==> config.mk <==
export PLATFORM = sky130hd
export DESIGN_NAME = lottery_thread_picker_flat
export DESIGN_NICKNAME = d
export VERILOG_FILES = /design/src/hw/rtl/lotp_pkg.sv /design/src/hw/rtl/lotp_req_if.sv /design/src/hw/rtl/lotp_rem.sv /design/src/hw/rtl/lottery_thread_picker.sv /design/src/flat_wrapper.sv
export SDC_FILE = /design/constraint.sdc
export NUM_CORES = 1
export LEC_CHECK = 0
export BUFFER_PORTS_ARGS = -buffer_cell sky130_fd_sc_hd__buf_4
export CELL_PAD_IN_SITES_DETAIL_PLACEMENT = 0
export CELL_PAD_IN_SITES_GLOBAL_PLACEMENT = 2
export CORE_ASPECT_RATIO = 0.7
export CORE_MARGIN = 2
export CORE_UTILIZATION = 40
export CTS_BUF_LIST = sky130_fd_sc_hd__clkbuf_4
export CTS_CLUSTER_SIZE = 14
export DETAILED_ROUTE_END_ITERATION = 10
export PLACE_DENSITY_LB_ADDON = 0.1
export SLEW_MARGIN = 20
export SYNTH_ARGS = -nofsm -noshare
export SYNTH_HDL_FRONTEND = slang
export SYNTH_SLANG_ARGS = --single-unit
==> constraint.sdc <==
create_clock -name clk -period 5.7 [get_ports clk]
set_input_delay 0.285 -clock clk [delete_from_list [all_inputs] [get_ports clk]]
set_output_delay 0.285 -clock clk [all_outputs]
set_load 0.05 [all_outputs]
==> src/hw/rtl/lotp_pkg.sv <==
// Shared types and constants for the lottery thread picker.
// No dependencies; every other file of the block imports this package.
`timescale 1ns / 1ps

package lotp_pkg;

    // Fixed field widths of the channels and the configuration port.
    localparam int RAND_W      = 32;
    localparam int TOTAL_W     = 18;
    localparam int THREAD_W    = 2;
    localparam int CFG_IDX_W   = 3;
    localparam int CFG_DATA_W  = 16;
    localparam int TCOUNT_W    = 3;
    localparam int DIV_CNT_W   = $clog2(RAND_W);

    // Parameter defaults.
    localparam int NUM_THREADS_DEF = 4;
    localparam int TICKET_BITS_DEF = 16;

    // Reset value of the thread count register.
    localparam logic [TCOUNT_W-1:0] TCOUNT_RESET = TCOUNT_W'(4);

    // Configuration register indexes.
    typedef enum logic [CFG_IDX_W-1:0] {
        REG_TICKETS_0    = 3'd0,
        REG_TICKETS_1    = 3'd1,
        REG_TICKETS_2    = 3'd2,
        REG_TICKETS_3    = 3'd3,
        REG_THREAD_COUNT = 3'd4
    } lotp_reg_t;

    // Request codes.
    typedef enum logic {
        REQ_DRAW   = 1'b0,
        REQ_FINISH = 1'b1
    } lotp_req_t;

    // Sequencer states.
    typedef enum logic [2:0] {
        ST_IDLE,
        ST_SUM,
        ST_DIV,
        ST_PICK,
        ST_DONE
    } lotp_state_t;

endpackage

==> src/hw/rtl/lotp_req_if.sv <==
// Request and result channel interfaces of the lottery thread picker.
// Depends on lotp_pkg for the field widths.
`timescale 1ns / 1ps

interface lotp_req_if;
    import lotp_pkg::*;

    logic              valid;
    logic              ready;
    logic              req_type;
    logic [RAND_W-1:0] random_value;

    modport source (output valid, output req_type, output random_value, input ready);
    modport sink   (input valid, input req_type, input random_value, output ready);
endinterface

interface lotp_res_if;
    import lotp_pkg::*;

    logic                valid;
    logic                ready;
    logic [THREAD_W-1:0] chosen_thread;
    logic                chosen_valid;
    logic                all_done;
    logic [TOTAL_W-1:0]  ticket_total;

    modport source (output valid, output chosen_thread, output chosen_valid,
                    output all_done, output ticket_total, input ready);
    modport sink   (input valid, input chosen_thread, input chosen_valid,
                    input all_done, input ticket_total, output ready);
endinterface

==> src/hw/rtl/lotp_rem.sv <==
// Bit-serial restoring remainder unit: random word modulo the ticket total.
// Depends on lotp_pkg; one quotient bit per cycle.
`timescale 1ns / 1ps

module lotp_rem (
    input  logic                           clk,
    input  logic                           rst_n,
    input  logic                           start,
    input  logic [lotp_pkg::RAND_W-1:0]    dividend,
    input  logic [lotp_pkg::TOTAL_W-1:0]   divisor,
    output logic                           done,
    output logic [lotp_pkg::TOTAL_W-1:0]   remainder
);
    import lotp_pkg::*;

    logic                 busy_reg;
    logic                 done_reg;
    logic [DIV_CNT_W-1:0] cnt_reg;
    logic [RAND_W-1:0]    dvd_reg;
    logic [TOTAL_W-1:0]   dsr_reg;
    logic [TOTAL_W-1:0]   rem_reg;

    logic [TOTAL_W:0]     shifted;
    logic                 fits;
    logic [TOTAL_W-1:0]   rem_next;

    // The partial remainder stays below the divisor, so the shifted value
    // is below twice the divisor and one subtract restores it.
    always_comb
    begin
        shifted  = {rem_reg, dvd_reg[RAND_W-1]};
        fits     = shifted >= {1'b0, dsr_reg};
        rem_next = fits ? TOTAL_W'(shifted - {1'b0, dsr_reg}) : shifted[TOTAL_W-1:0];
    end

    always_ff @(posedge clk or negedge rst_n)
    begin
        if (!rst_n)
        begin
            busy_reg <= 1'b0;
            done_reg <= 1'b0;
            cnt_reg  <= '0;
            dvd_reg  <= '0;
            dsr_reg  <= '0;
            rem_reg  <= '0;
        end
        else if (start)
        begin
            busy_reg <= 1'b1;
            done_reg <= 1'b0;
            cnt_reg  <= '0;
            dvd_reg  <= dividend;
            dsr_reg  <= divisor;
            rem_reg  <= '0;
        end
        else if (busy_reg)
        begin
            rem_reg <= rem_next;
            dvd_reg <= dvd_reg << 1;
            cnt_reg <= cnt_reg + 1'b1;
            if (cnt_reg == DIV_CNT_W'(RAND_W - 1))
            begin
                busy_reg <= 1'b0;
                done_reg <= 1'b1;
            end
        end
        else
        begin
            done_reg <= 1'b0;
        end
    end

    assign done      = done_reg;
    assign remainder = rem_reg;

endmodule

==> src/hw/rtl/lottery_thread_picker.sv <==
// Lottery thread picker: top level with sequencer, ticket registers and state.
// Depends on lotp_pkg, lotp_req_if / lotp_res_if and lotp_rem.
//
// Usage: each request word on req carries req_type (draw, or finish the
// current thread then draw) and a 32-bit random value. The block answers
// with exactly one result word on res: the chosen thread and its valid
// flag, the all-done flag and the candidates' ticket total.
// Ticket counts and the thread count are written through cfg_we, cfg_index
// and cfg_data, by the user only while no request is in flight; the block
// itself does not enforce this.
// Timing: a request is taken when req.valid and req.ready are high; ready
// is low while a request is worked on. The candidate ticket total is summed
// one thread per cycle, the serial remainder unit then works out the ticket,
// the pick walks the threads again, and the result register is loaded last.
// Unless the result side stalls, the remainder unit sets the rate.
// Reset: all tickets are 1, four threads in use, none finished, no current
// thread. If res.ready is low, the result word holds; the block still takes
// and works the next request, then waits in its final step until the held
// word leaves.
`timescale 1ns / 1ps

module lottery_thread_picker #(
    parameter int NUM_THREADS = lotp_pkg::NUM_THREADS_DEF,
    parameter int TICKET_BITS = lotp_pkg::TICKET_BITS_DEF
) (
    input  logic                           clk,
    input  logic                           rst_n,
    lotp_req_if.sink                       req,
    lotp_res_if.source                     res,
    input  logic                           cfg_we,
    input  logic [lotp_pkg::CFG_IDX_W-1:0] cfg_index,
    input  logic [lotp_pkg::CFG_DATA_W-1:0] cfg_data
);
    import lotp_pkg::*;

    localparam int IDX_W = $clog2(NUM_THREADS);
    localparam int TKT_W = (TICKET_BITS < CFG_DATA_W) ? TICKET_BITS : CFG_DATA_W;

    // Configuration.
    logic [TKT_W-1:0]       tickets_reg [NUM_THREADS];
    logic [TCOUNT_W-1:0]    tcount_reg;

    // Scheduler state.
    logic [NUM_THREADS-1:0] finished_reg, finished_next;
    logic [IDX_W-1:0]       cur_thread_reg, cur_thread_next;
    logic                   cur_valid_reg, cur_valid_next;

    // Sequencer and working registers.
    lotp_state_t            state_reg, state_next;
    logic [IDX_W-1:0]       idx_reg, idx_next;
    logic [NUM_THREADS-1:0] cand_reg, cand_next;
    logic [RAND_W-1:0]      rand_reg, rand_next;
    logic [TOTAL_W-1:0]     total_reg, total_next;
    logic [TOTAL_W-1:0]     run_reg, run_next;
    logic [TOTAL_W-1:0]     ticket_reg, ticket_next;
    logic [IDX_W-1:0]       pick_reg, pick_next;
    logic                   pick_valid_reg, pick_valid_next;
    logic                   done_flag_reg, done_flag_next;

    // Output register.
    logic                   out_valid_reg, out_valid_next;
    logic [THREAD_W-1:0]    out_thread_reg, out_thread_next;
    logic                   out_chosen_reg, out_chosen_next;
    logic                   out_done_reg, out_done_next;
    logic [TOTAL_W-1:0]     out_total_reg, out_total_next;

    // Remainder unit.
    logic                   div_start;
    logic                   div_done;
    logic [TOTAL_W-1:0]     div_rem;

    // Request decode.
    logic [TCOUNT_W-1:0]    n_use;
    logic                   cur_in_use;
    logic [NUM_THREADS-1:0] fin_mark;
    logic [NUM_THREADS-1:0] cand_main;
    logic [NUM_THREADS-1:0] cand_new;
    logic [TOTAL_W-1:0]     tkt_sel;
    logic                   last_idx;

    lotp_rem u_rem (
        .clk       (clk),
        .rst_n     (rst_n),
        .start     (div_start),
        .dividend  (rand_reg),
        .divisor   (total_next),
        .done      (div_done),
        .remainder (div_rem)
    );

    always_ff @(posedge clk or negedge rst_n)
    begin
        if (!rst_n)
        begin
            for (int i = 0; i < NUM_THREADS; i++)
            begin
                tickets_reg[i] <= TKT_W'(1);
            end
            tcount_reg <= TCOUNT_RESET;
        end
        else if (cfg_we)
        begin
            for (int i = 0; i < NUM_THREADS; i++)
            begin
                if (cfg_index == CFG_IDX_W'(REG_TICKETS_0) + CFG_IDX_W'(i))
                begin
                    tickets_reg[i] <= cfg_data[TKT_W-1:0];
                end
            end
            if (cfg_index == REG_THREAD_COUNT)
            begin
                tcount_reg <= cfg_data[TCOUNT_W-1:0];
            end
        end
    end

    always_comb
    begin
        n_use = (tcount_reg > TCOUNT_W'(NUM_THREADS)) ? TCOUNT_W'(NUM_THREADS) : tcount_reg;
        cur_in_use = cur_valid_reg && (TCOUNT_W'(cur_thread_reg) < n_use);

        fin_mark  = finished_reg;
        cand_main = '0;
        cand_new  = '0;
        for (int i = 0; i < NUM_THREADS; i++)
        begin
            if ((req.req_type == REQ_FINISH) && cur_valid_reg
                && (cur_thread_reg == IDX_W'(i)))
            begin
                fin_mark[i] = 1'b1;
            end
        end
        for (int i = 0; i < NUM_THREADS; i++)
        begin
            cand_main[i] = (TCOUNT_W'(i) < n_use) && !fin_mark[i]
                           && !(cur_in_use && (cur_thread_reg == IDX_W'(i)));
        end
        cand_new = cand_main;
        // The current thread runs again only when no other thread is left.
        if ((cand_main == '0) && cur_in_use && !fin_mark[cur_thread_reg])
        begin
            for (int i = 0; i < NUM_THREADS; i++)
            begin
                cand_new[i] = (cur_thread_reg == IDX_W'(i));
            end
        end

        tkt_sel  = cand_reg[idx_reg] ? TOTAL_W'(tickets_reg[idx_reg]) : '0;
        last_idx = (idx_reg == IDX_W'(NUM_THREADS - 1));

        state_next      = state_reg;
        idx_next        = idx_reg;
        cand_next       = cand_reg;
        rand_next       = rand_reg;
        total_next      = total_reg;
        run_next        = run_reg;
        ticket_next     = ticket_reg;
        pick_next       = pick_reg;
        pick_valid_next = pick_valid_reg;
        done_flag_next  = done_flag_reg;
        finished_next   = finished_reg;
        cur_thread_next = cur_thread_reg;
        cur_valid_next  = cur_valid_reg;
        div_start       = 1'b0;

        out_valid_next  = out_valid_reg && !res.ready;
        out_thread_next = out_thread_reg;
        out_chosen_next = out_chosen_reg;
        out_done_next   = out_done_reg;
        out_total_next  = out_total_reg;

        case (state_reg)
            ST_IDLE:
            begin
                if (req.valid)
                begin
                    finished_next   = fin_mark;
                    cand_next       = cand_new;
                    rand_next       = req.random_value;
                    idx_next        = '0;
                    total_next      = '0;
                    pick_next       = '0;
                    pick_valid_next = 1'b0;
                    if (cand_new == '0)
                    begin
                        done_flag_next = 1'b1;
                        cur_valid_next = 1'b0;
                        state_next     = ST_DONE;
                    end
                    else
                    begin
                        done_flag_next = 1'b0;
                        state_next     = ST_SUM;
                    end
                end
            end
            ST_SUM:
            begin
                total_next = total_reg + tkt_sel;
                idx_next   = idx_reg + 1'b1;
                if (last_idx)
                begin
                    idx_next = '0;
                    if (total_next == '0)
                    begin
                        state_next = ST_DONE;
                    end
                    else
                    begin
                        div_start  = 1'b1;
                        state_next = ST_DIV;
                    end
                end
            end
            ST_DIV:
            begin
                if (div_done)
                begin
                    ticket_next = div_rem;
                    run_next    = '0;
                    idx_next    = '0;
                    state_next  = ST_PICK;
                end
            end
            ST_PICK:
            begin
                run_next = run_reg + tkt_sel;
                idx_next = idx_reg + 1'b1;
                if (cand_reg[idx_reg] && (run_next > ticket_reg))
                begin
                    pick_next       = idx_reg;
                    pick_valid_next = 1'b1;
                    cur_thread_next = idx_reg;
                    cur_valid_next  = 1'b1;
                    state_next      = ST_DONE;
                end
                else if (last_idx)
                begin
                    state_next = ST_DONE;
                end
            end
            ST_DONE:
            begin
                if (!out_valid_reg || res.ready)
                begin
                    out_valid_next  = 1'b1;
                    out_thread_next = THREAD_W'(pick_reg);
                    out_chosen_next = pick_valid_reg;
                    out_done_next   = done_flag_reg;
                    out_total_next  = total_reg;
                    state_next      = ST_IDLE;
                end
            end
            default:
            begin
                state_next = ST_IDLE;
            end
        endcase
    end

    always_ff @(posedge clk or negedge rst_n)
    begin
        if (!rst_n)
        begin
            state_reg      <= ST_IDLE;
            finished_reg   <= '0;
            cur_thread_reg <= '0;
            cur_valid_reg  <= 1'b0;
            out_valid_reg  <= 1'b0;
        end
        else
        begin
            state_reg      <= state_next;
            finished_reg   <= finished_next;
            cur_thread_reg <= cur_thread_next;
            cur_valid_reg  <= cur_valid_next;
            out_valid_reg  <= out_valid_next;
        end
    end

    always_ff @(posedge clk)
    begin
        idx_reg        <= idx_next;
        cand_reg       <= cand_next;
        rand_reg       <= rand_next;
        total_reg      <= total_next;
        run_reg        <= run_next;
        ticket_reg     <= ticket_next;
        pick_reg       <= pick_next;
        pick_valid_reg <= pick_valid_next;
        done_flag_reg  <= done_flag_next;
        out_thread_reg <= out_thread_next;
        out_chosen_reg <= out_chosen_next;
        out_done_reg   <= out_done_next;
        out_total_reg  <= out_total_next;
    end

    assign req.ready         = (state_reg == ST_IDLE);
    assign res.valid         = out_valid_reg;
    assign res.chosen_thread = out_thread_reg;
    assign res.chosen_valid  = out_chosen_reg;
    assign res.all_done      = out_done_reg;
    assign res.ticket_total  = out_total_reg;

endmodule

==> src/flat_wrapper.sv <==
// flat-port wrapper written by rule: the top's interface ports become plain ports
module lottery_thread_picker_flat import lotp_pkg::*;
#(
    parameter int NUM_THREADS = lotp_pkg::NUM_THREADS_DEF,
    parameter int TICKET_BITS = lotp_pkg::TICKET_BITS_DEF
)
  (clk, rst_n, cfg_we, cfg_index, cfg_data, req_valid, req_req_type, req_random_value, req_ready, res_valid, res_chosen_thread, res_chosen_valid, res_all_done, res_ticket_total, res_ready);
  lotp_req_if req_i ();
  lotp_res_if res_i ();
  input  logic clk;
  input  logic rst_n;
  input  logic cfg_we;
  input  logic [lotp_pkg::CFG_IDX_W-1:0] cfg_index;
  input  logic [lotp_pkg::CFG_DATA_W-1:0] cfg_data;
  input wire logic [$bits(req_i.valid)-1:0] req_valid;
  input wire logic [$bits(req_i.req_type)-1:0] req_req_type;
  input wire logic [$bits(req_i.random_value)-1:0] req_random_value;
  output wire logic [$bits(req_i.ready)-1:0] req_ready;
  output wire logic [$bits(res_i.valid)-1:0] res_valid;
  output wire logic [$bits(res_i.chosen_thread)-1:0] res_chosen_thread;
  output wire logic [$bits(res_i.chosen_valid)-1:0] res_chosen_valid;
  output wire logic [$bits(res_i.all_done)-1:0] res_all_done;
  output wire logic [$bits(res_i.ticket_total)-1:0] res_ticket_total;
  input wire logic [$bits(res_i.ready)-1:0] res_ready;
  assign req_i.valid = req_valid;
  assign req_i.req_type = req_req_type;
  assign req_i.random_value = req_random_value;
  assign req_ready = req_i.ready;
  assign res_valid = res_i.valid;
  assign res_chosen_thread = res_i.chosen_thread;
  assign res_chosen_valid = res_i.chosen_valid;
  assign res_all_done = res_i.all_done;
  assign res_ticket_total = res_i.ticket_total;
  assign res_i.ready = res_ready;
  lottery_thread_picker #(.NUM_THREADS(NUM_THREADS), .TICKET_BITS(TICKET_BITS)) u_core (.clk(clk), .rst_n(rst_n), .req(req_i), .res(res_i), .cfg_we(cfg_we), .cfg_index(cfg_index), .cfg_data(cfg_data));
endmodule
Yosys cells after proc, flatten, opt, wreduce, memory -nomap -nowiden --
Index checks and enable logic that the tools add are counted.
Word-level totals: latch bits 0, bits in read-only memories 0, input bits 57, RAM bits 0, output and inout bits 24, flip-flop bits (word level) 271, memories kept 0
Cells by class: reductions and logical operators 58, equal/unequal tests 21, mux-type cells 58, bitwise logic cells 1, magnitude comparators 11, multipliers 0, divide/modulo/power cells 0, $add $sub $neg 5, shift-type cells 0
Operator list (count):
- $mux 18 | 5
- $pmux 18 s2 | 2
- $mux 32 | 2
- $mux 16 | 3
- $add 18x18->18 | 2
- $bmux 16 s2 | 1
- $mux 3 | 9
- $logic_and 1x1->1 | 22
- $mux 1 | 22
- $reduce_and 2->1 | 10
- $ge 19x18->1 | 1
- $gt 18x18->1 | 1
- $logic_not 18->1 | 1
- $sub 18x18->18 | 1
- $pmux 3 s5 | 1
- $eq 3x2->1 const B | 4
- $logic_not 1->1 | 11
- $mux 5 | 2
- $logic_not 4->1 | 2
- $mux 2 | 4
- $ne 2x1->1 const B | 4
- $pmux 2 s4 | 1
- $eq 2x2->1 const B | 3
- $eq 3x1->1 const B | 2
- other kinds (26) | 38

Longest topological paths before layout --
Gate-level depths: netlist of run 1.
depth after elaboration 15, depth in mapped cells 27, gate-level depth less buffers 25

Modules after synthesis --
Synthesis of run 1 repeated with hierarchy kept, for this count alone.
Second synthesis, totals: cells, all modules 1247, area, all modules 14316.2 µm²
By module, submodules not included:
- lottery_thread_picker | times used 1, area an instance 9821.9 µm², cells an instance 761, seq. area each 5321.4 µm²
- lotp_rem | times used 1, area an instance 4494.3 µm², cells an instance 486, seq. area each 1876.8 µm²

Least setup slack after synthesis of run 1 --
OpenSTA, ideal clock, no wires.
kind reg2reg, start register u_core.idx_reg[0], end register u_core.pick_reg[0], enable pin, cell stages (with the launch flop) 23, setup time 0.297 ns, data required time 5.403 ns, clock period less this slack 5.607 ns, path buffers 2, slack 0.093 ns, data arrival time 5.310 ns, cell sequence edfxtp_1 > buf_6 > buf_1 > mux4_2 > and2_1 > ha_1 > and3_1 > nand3_1 > a21boi_0 > a311o_1 > a31o_2 > a2111oi_0 > nor2_1 > a41o_1 > mux2i_1 > nand3_1 > ha_1 > nand4_1 > nor2_1 > a41o_1 > a21oi_1 > and2_1 > or2_2
On the way: cells in the longest elaborated chain, start to end 10, elaborated cells on any way between the ends 12
Ends and longest elaborated chain:
- from (decl) | RTL line lottery_thread_picker.sv:50 | logic [IDX_W-1:0] idx_reg, idx_next;
- from (signal assigned) | RTL line lottery_thread_picker.sv:283 | idx_reg <= idx_next;
- $not 2->3 (implied by the code) | RTL line lottery_thread_picker.sv:148 | tkt_sel = cand_reg[idx_reg] ? TOTAL_W'(tickets_reg[idx_reg]) : '0;
- $bmux 16 s2 | RTL line lottery_thread_picker.sv:148
- $mux 16 (implied by the code) (2 in a row) | RTL line lottery_thread_picker.sv:148
- $mux 16 | RTL line lottery_thread_picker.sv:148
- $add 18x18->18 | RTL line lottery_thread_picker.sv:227 | run_next = run_reg + tkt_sel;
- $gt 18x18->1 | RTL line lottery_thread_picker.sv:229 | if (cand_reg[idx_reg] && (run_next > ticket_reg))
- $logic_and 1x1->1 * | RTL line lottery_thread_picker.sv:229
- $ne 2x1->1 (no source line) *
- $reduce_and 3->1 (no source line) *
- to (signal assigned) | RTL line lottery_thread_picker.sv:289 | pick_reg <= pick_next;
- to (decl) | RTL line lottery_thread_picker.sv:56 | logic [IDX_W-1:0] pick_reg, pick_next;
Mark *: on every way between the ends. The rest lies on a longest branch, timed or not. The select of a mux whose other input is x is not followed. A chain may end at the register's enable or synchronous reset.

Worst setup path in the final report of run 1 --
Ends and elaborated chain as after synthesis.

==> impl_results.md, run 1 <==
- Number of flops mapped to enable cells by yosys: 100
- Dominant synthesized flop cell: dfrtp_1
- Largest register FFs: 64
- Largest net degree at the start of global routing: between 90 and 100
- Final period utilization: between 90% and 100%
- Final Max Slew Viols: 0
- Depth of the CTS H-tree: 3
- CP Capture Type: register
- First-pass GRT wire length: between 50000 and 60000 um
- Core box area: between 30000 and 40000 sq um
- Commonest non-fill, non-tap cell in the layout: dfrtp_1
- Setup TNS: 0 ns
- Synth area leader: dfrtp_1
- Deepest clock path buffer count: 3
- Synthesized netlist cell count: ~1200
- Synth Area in XOR/XNOR: approximately 2.6%
- Antenna-violating nets left: 0
- Clock root buffer: clkbuf_4
- YS warnings: 0
- RD Place Congestion: just over 0.8
- CTS tree: done
- Mapped cell area: ~14000 sq um
- Slew margin rel.: between 20% and 30%
- Layout net count: between 1500 and 2000
- Final wirelength: around 36000 um
- Initial antenna violation count: 1
- I/O Buffers: 80
- Max cap viols: 0
- CTS sink cnt: about 270
- Die area: approximately 37000 sq um
- Die width: about 230 um
- Worst Path Required: between 6 and 7 ns
- Later-pin clock latency in the skew report: 0.76 ns
- Post-synthesis compound-gate area fraction: between 10% and 20%
- Layout cell share with drive strength beyond 1: 29.7%
- CTS buffer count: roughly 70
- Drt first pass iters: 5
- Post-synth cell types: 76
- Critical Setup Path Class: reg2reg
- DR WL/cell: roughly 19 um
- Synth top area share: 25.9%
- Fmax achieved: between 150 and 200 MHz
- Worst min-delay path class: in2reg
- Flop and latch count out of synthesis: 271
- Worst Skew: between 0.05 and 0.06 ns
- Num rows: 57
- CP startpoint kind: register
- Drt initial violations: 690
- Worst-path fanout max: 9
- Post-CTS setup repair buffer count: 0
- Number of vias per cell: roughly 5.2
- Leak pwr: around 7.3 nW
- Residual DRC count: 0
- Net count of the mapped netlist: ~1300
- Worst Path Arrival: just under 6 ns
- Commonest non-fill, non-tap cells in the layout: 147 x dfrtp_1, 122 x clkbuf_4, 113 x mux2_2
- Syn avg cell area: between 10 and 15 sq um
- Final Hold Viols: 0
- Multiplexer area fraction after synthesis: approximately 17%
- Total number of vias: around 9900
- Sequential area share after synthesis: between 50 and 60%
- WHS: between 0.08 and 0.09 ns
- Die H: approximately 160 um
- Ports: 81
- VDD IR-drop max: about 230 uV
- Area growth from synthesis to layout: 19.1%
- Synth top area cells: dfrtp_1 26%, edfxtp_1 21%, mux2_2 8.9%
- Actual slew at the worst max-slew pin: 1.06 ns
- Ys async rst share: between 50 and 60%
- Min Tclk post-route: approximately 5.3 ns
- Largest family of logic cells by synthesized area: multiplexers
- Fin util: 48.7%
- GRT overflow: 0
- Simple-Gate Fraction of Synth Area: between 9 and 10%
- Status: finished clean
- Synth Area in Adders: 6.59%
- Pwr Density: between 500 and 600 nW/um^2
- Total track usage: about a fifth
- Vias in the first global route: roughly 10000
- Clock transition at path regs: 0.07 ns
- Initial Utilization: 40.9%
- Final setup violation count: 0
- HPWL after DPL: ~26000 um
[worst paths after layout]
path / depth (start not counted) / start / slack, ns / endpoint
max reg2reg: 21 / u_core.idx_reg[0]$_DFFE_PP_ / 0.39 / u_core.pick_reg[0]$_SDFFCE_PN0P_
min reg2reg: 0 / u_core.done_flag_reg$_DFFE_PP_ / 0.42 / u_core.res.all_done$_DFFE_PP_
max in group asynchronous: 3 / rst_n / 4.18 / u_core.tickets_reg[30]$_DFFE_PN0P_
min in group asynchronous: 2 / rst_n / 0.19 / u_core.tickets_reg[1]$_DFFE_PN0P_
min: 4 / req_valid / 0.09 / u_core.cur_valid_reg$_DFFE_PN0P_
max: 21 / u_core.idx_reg[0]$_DFFE_PP_ / 0.39 / u_core.pick_reg[0]$_SDFFCE_PN0P_
[power breakdown]
group          switching, mW  total [mW]  internal (mW)
sequential             0.427        3.08           2.65
combinational           2.86        5.21           2.35
clock                  0.855        1.83          0.973
total                   4.14        10.1           5.98
[cells in the mapped netlist, types with 4 or more instances]
cell type and instances:
nand2b_1 15, or3_1 7, or2_2 5, xor2_1 15
xnor2_1 28, nor2b_1 13, o22ai_1 7, buf_1 4
buf_6 6, a21o_1 23, nor3_1 15, nand3_1 11
o21ai_0 62, a21oi_1 47, dfstp_2 5, clkbuf_1 33
nand4_1 11, nor2_1 79, and2_1 31, edfxtp_1 100
and3_1 11, dfxtp_1 18, mux2_2 113, o31ai_1 8
o21a_1 7, a2111oi_0 6, a22o_1 7, o211ai_1 10
a211oi_1 17, mux2_4 35, a31oi_1 6, buf_2 4
mux4_2 17, o21ai_1 4, ha_1 68, nand2_1 55
dfrtp_1 148, inv_1 65, a31o_2 5, mux2i_1 18
[final cells by class]
| class | instances | area, sq um |
|---|---|---|
| antenna | 2 | 5.00 |
| clock buffer | 122 | 916 |
| clock inverter | 12 | 73.8 |
| fill | 3252 | 17900 |
| inverter | 65 | 244 |
| multi-input combinational | 808 | 6670 |
| sequential | 271 | 7200 |
| tap | 472 | 591 |
| timing repair buffer | 155 | 1320 |
[worst max-delay path, stage by stage, from the launching register on]
cell and delay (ns):
edfxtp_1 0.42, mux4_2 0.64, nand2b_1 0.17, inv_1 0.10, ha_1 0.29, a21o_1 0.19, a31oi_1 0.14, a21oi_1 0.11
a311o_1 0.32, a31o_2 0.30, a2111oi_4 0.37, nor2_1 0.11, a41o_1 0.26, mux2i_1 0.19, nand3_1 0.10, ha_1 0.32
nand4_1 0.10, nor2_1 0.11, a41o_1 0.20, a21oi_2 0.06, and2_2 0.24, or2_2 0.32
[logic make-up (layout without fill, tap and decap cells)]
| kind of cell | count (synthesis) | count (layout) |
|---|---|---|
| multiplexers | 183 | 183 |
| buffers and inverters | 112 | 354 |
| flip-flops | 271 | 271 |
| adder cells (fa/ha/maj) | 74 | 74 |
| other | 0 | 2 |
| AO/OA/AOI/OAI | 244 | 244 |
| AND/OR/NAND/NOR | 264 | 264 |
| XOR/XNOR | 43 | 43 |
[metal layers]
metal  track usage [%]  share of wire, %  vias to the layer above
met2              28.6                41                      206
li1                  -                 -                     4816
met1              30.6                53                     4854
met3              4.21               4.4                       57
met4              6.16               1.9                        0
met5                 0                 0                        -
[stage by stage]
stage	area (sq um)	cells	total power [mW]	setup slack, ns
2_1_floorplan	14300	1191	6.83	0.0931
3_3_place_gp	15400	1715	8.25	0.0617
3_5_place_dp	15400	1715	8.24	-0.0224
4_1_cts	17000	1905	10.2	0.0575
5_1_grt	17000	1907	11.0	-0.0113
6_report	17000	1907	10.1	0.385
[what timing repair did]
action	CTS	global route
endpoints found under the hold margin	191	0
endpoints found under the setup margin	3	9
resized for setup	1	6
pin swaps	0	1
hold buffers	56	0
Note: power is estimated with default switching activity, not from simulation.
==> run 2, diff against run 1 <==
Settings changed: SETUP_SLACK_MARGIN set to 0.4.
==> run 2 against run 1 <==
Power rose by 2.0%. Critical path type unchanged. Critical endpoint unchanged. Core utilization rose by 0.87 points. Setup slack improved by 0.18 ns. Register-to-register slack improved by 0.18 ns.
==> impl_results.md, run 2 (same netlist as run 1, synthesis figures left out) <==
- Number of vias per cell: 5.18 (-0.50%)
- Drt first pass iters: 5 (unchanged)
- Final Max Slew Viols: 0 (unchanged)
- HPWL after DPL: 25500 um (about the same)
- Largest net degree at the start of global routing: 92 (-1.1%)
- Fin cells: 1925 (+0.94%)
- Initial Utilization: 40.9% (unchanged)
- Final Hold Viols: 0 (unchanged)
- Worst Hold Path Cells: 4 (unchanged)
- Initial antenna violation count: 2 (+1)
- Worst-path fanout max: 15 (+6)
- R2R Setup Slk: 0.56 ns (+0.18 ns)
- Logic gate share of total power: 52.8% (+1.3 points)
- Num rows: 57 (unchanged)
- Min Tclk post-route: 5.14 ns (-0.178 ns)
- Met3 wire length: 1450 um (-8.9%)
- Layout cell share with drive strength beyond 1: 31.8% (+2.1 points)
- WHS Endpoint: u_core.cur_valid_reg$_DFFE_PN0P_
- Max cap viols: 0 (unchanged)
- Critical Setup Path Class: reg2reg
- Worst setup startpoint: u_core.idx_reg[0]$_DFFE_PP_
- Final period utilization: 90.1% (-3.1 points)
- Vias in the first global route: 10000 (-1.3%)
- Worst Path Required: 6.21 ns (about the same)
- Antenna-violating nets left: 0 (unchanged)
- Worst slack at placement: 0.0460 ns (+0.0683 ns)
- Actual slew at the worst max-slew pin: 0.920 ns (-0.142 ns)
- Final Cell Area: 17300 sq um (+1.8%)
- Part of the power in registers: 29.9% (-0.6 points)
- CTS tree: done
- Worst-case reg-to-reg path depth: 19 (-9.5%)
- Total number of vias: 9977 (+0.44%)
- First-pass GRT wire length: 57300 um (-1.1%)
- Ports: 81 (unchanged)
- Worst Path Arrival: 5.65 ns (-0.17 ns)
- Final setup violation count: 0 (unchanged)
- Top sig layer: met4
- RSZ-0062 raised after global routing: true
- Residual DRC count: 0 (unchanged)
- Setup ws final: 0.564 ns (+0.178 ns)
- Fin util: 49.6% (+0.87 points)
- Sw frac: 40.9% (about the same)
- CTS sink cnt: 271 (unchanged)
- Largest register FFs: 64 (unchanged)
- Leak pwr: 7.44 nW (+1.3%)
- CP startpoint kind: register
- Deepest clock path buffer count: 3 (unchanged)
- Reg-to-Reg Start: u_core.idx_reg[0]$_DFFE_PP_
- Inst Count DP: 1717 (+0.12%)
- Placed cell area: 15500 sq um (+0.11%)
- GRT overflow: 0 (unchanged)
- Later-pin clock latency in the skew report: 0.76 ns (about the same)
- Die H: 162 um (unchanged)
- Clock power frac: 17.3% (-0.8 points)
- Die width: 230 um (unchanged)
- I/O Buffers: 80 (unchanged)
- Commonest non-fill, non-tap cells in the layout: 147 x dfrtp_1, 115 x clkbuf_4, 113 x mux2_2
- Setup TNS: 0 ns (unchanged)
- Final wirelength: 36300 um (+0.55%)
- Core box area: 34900 sq um (unchanged)
- Slew margin rel.: 38.7% (+9.6 points)
- Commonest non-fill, non-tap cell in the layout: dfrtp_1
- Met1 wire length: 19300 um (+1.7%)
- Net Sw Power: 4.22 mW (+2.0%)
- Metal2 WL: 14900 um (+0.50%)
- Worst Skew: 0.0391 ns (-0.0117 ns)
- VDD IR-drop max: 297 uV (+29%)
- Internal power: 6.10 mW (+1.9%)
- Die area: 37300 sq um (unchanged)
- Area growth from synthesis to layout: 21.2%
- CP Capture Type: register
- Pwr Density: 596 nW/um^2 (+0.16%)
- Reg2Reg Capture Point: u_core.pick_reg[0]$_SDFFCE_PN0P_
- Layout net count: 1520 (+1.3%)
- RD Place Congestion: 0.827 (+0.44%)
- Fmax achieved: 195 MHz (+3.5%)
- Status: finished clean
- Depth of the CTS H-tree: 3 (unchanged)
- Worst min-delay path class: in2reg
- Clock transition at path regs: 0.07 ns (about the same)
- Drt initial violations: 574 (-17%)
- Clock root buffer: clkbuf_4
- CTS buffer count: 73 (+1.4%)
- Total track usage: 19.9% (-0.22 points)
- Hold path startpoint: req_valid
- DR WL/cell: 18.9 um (-0.39%)
==> run 2: cell types whose count changed in the layout (fill, tap and decap cells not counted), sizes merged <==
cell / delta
buf: +17
clkbuf: -6
clkinv: +7
clkinvlp: +2
diode: +1
inv: -3
==> run 2: metrics by stage <==
stage               hold slack [ns]  power, mW
floorplan                   -0.0106       6.84
global placement              0.410       8.25
detailed placement            0.412       8.23
CTS                          0.0625       10.2
global route                  0.108       11.1
finish                        0.121       10.3
==> run 2: area by class of cell <==
class / instances / area, sq um
Fill cell: 3239 / 17600
Sequential cell: 271 / 7200
Multi-Input combinational cell: 808 / 6820
Timing Repair Buffer: 173 / 1490
Clock buffer: 115 / 863
Tap cell: 472 / 591
Inverter: 65 / 246
Clock inverter: 18 / 101
Antenna cell: 3 / 7.51
==> run 2: repair_timing <==
item | CTS | global route
endpoints found under the hold margin | 193 | 0
cloned | 0 | 1
pin swaps | 1 | 21
resized for setup | 5 | 37
hold buffers | 56 | 0
endpoints found under the setup margin | 9 | 76
setup buffers | 3 | 12
==> run 2: per-layer routing <==
metal	GRT usage, %	vias up
met3	4.41	57
met2	27.4	205
met1	30.7	4872
li1	-	4843
met5	0	-
met4	6.39	0
==> run 2: worst max-delay path, cell delays in order, from the launching register on <==
cell and delay, ns:
edfxtp_1 0.54, mux4_2 0.68, buf_8 0.19, and2_1 0.16
ha_1 0.33, a21boi_0 0.15, a311o_1 0.36, a31o_4 0.25
a2111oi_4 0.34, nor2_2 0.09, a41o_1 0.27, mux2i_1 0.19
nand3_1 0.16, ha_4 0.31, nand4_1 0.07, nor2_1 0.12
a41o_1 0.20, a21oi_4 0.06, and2_4 0.17, or2_4 0.26
==> run 2: worst max path at each step <==
stage,endpoint,slack [ns],depth (start not counted)
after detailed placement,u_core.pick_valid_reg$_DFFE_PP_,0.05,21
after CTS,u_core.pick_reg[0]$_SDFFCE_PN0P_,0.43,23
final,u_core.pick_reg[0]$_SDFFCE_PN0P_,0.56,19
after floorplan,u_core.pick_reg[0]$_SDFFCE_PN0P_,0.41,22
after global placement,u_core.pick_reg[0]$_SDFFCE_PN0P_,0.07,23
after global routing,u_core.pick_reg[0]$_SDFFCE_PN0P_,0.34,20
==> run 2: power groups by stage <==
stage | combinational (mW) | sequential (mW) | clock, mW
final | 5.45 | 3.09 | 1.78
after global routing | 6.01 | 3.17 | 1.96
after CTS | 5.22 | 3.09 | 1.86
after detailed placement | 5.12 | 3.12 | 0
after global placement | 5.13 | 3.12 | 0
after floorplan | 3.89 | 2.94 | 0
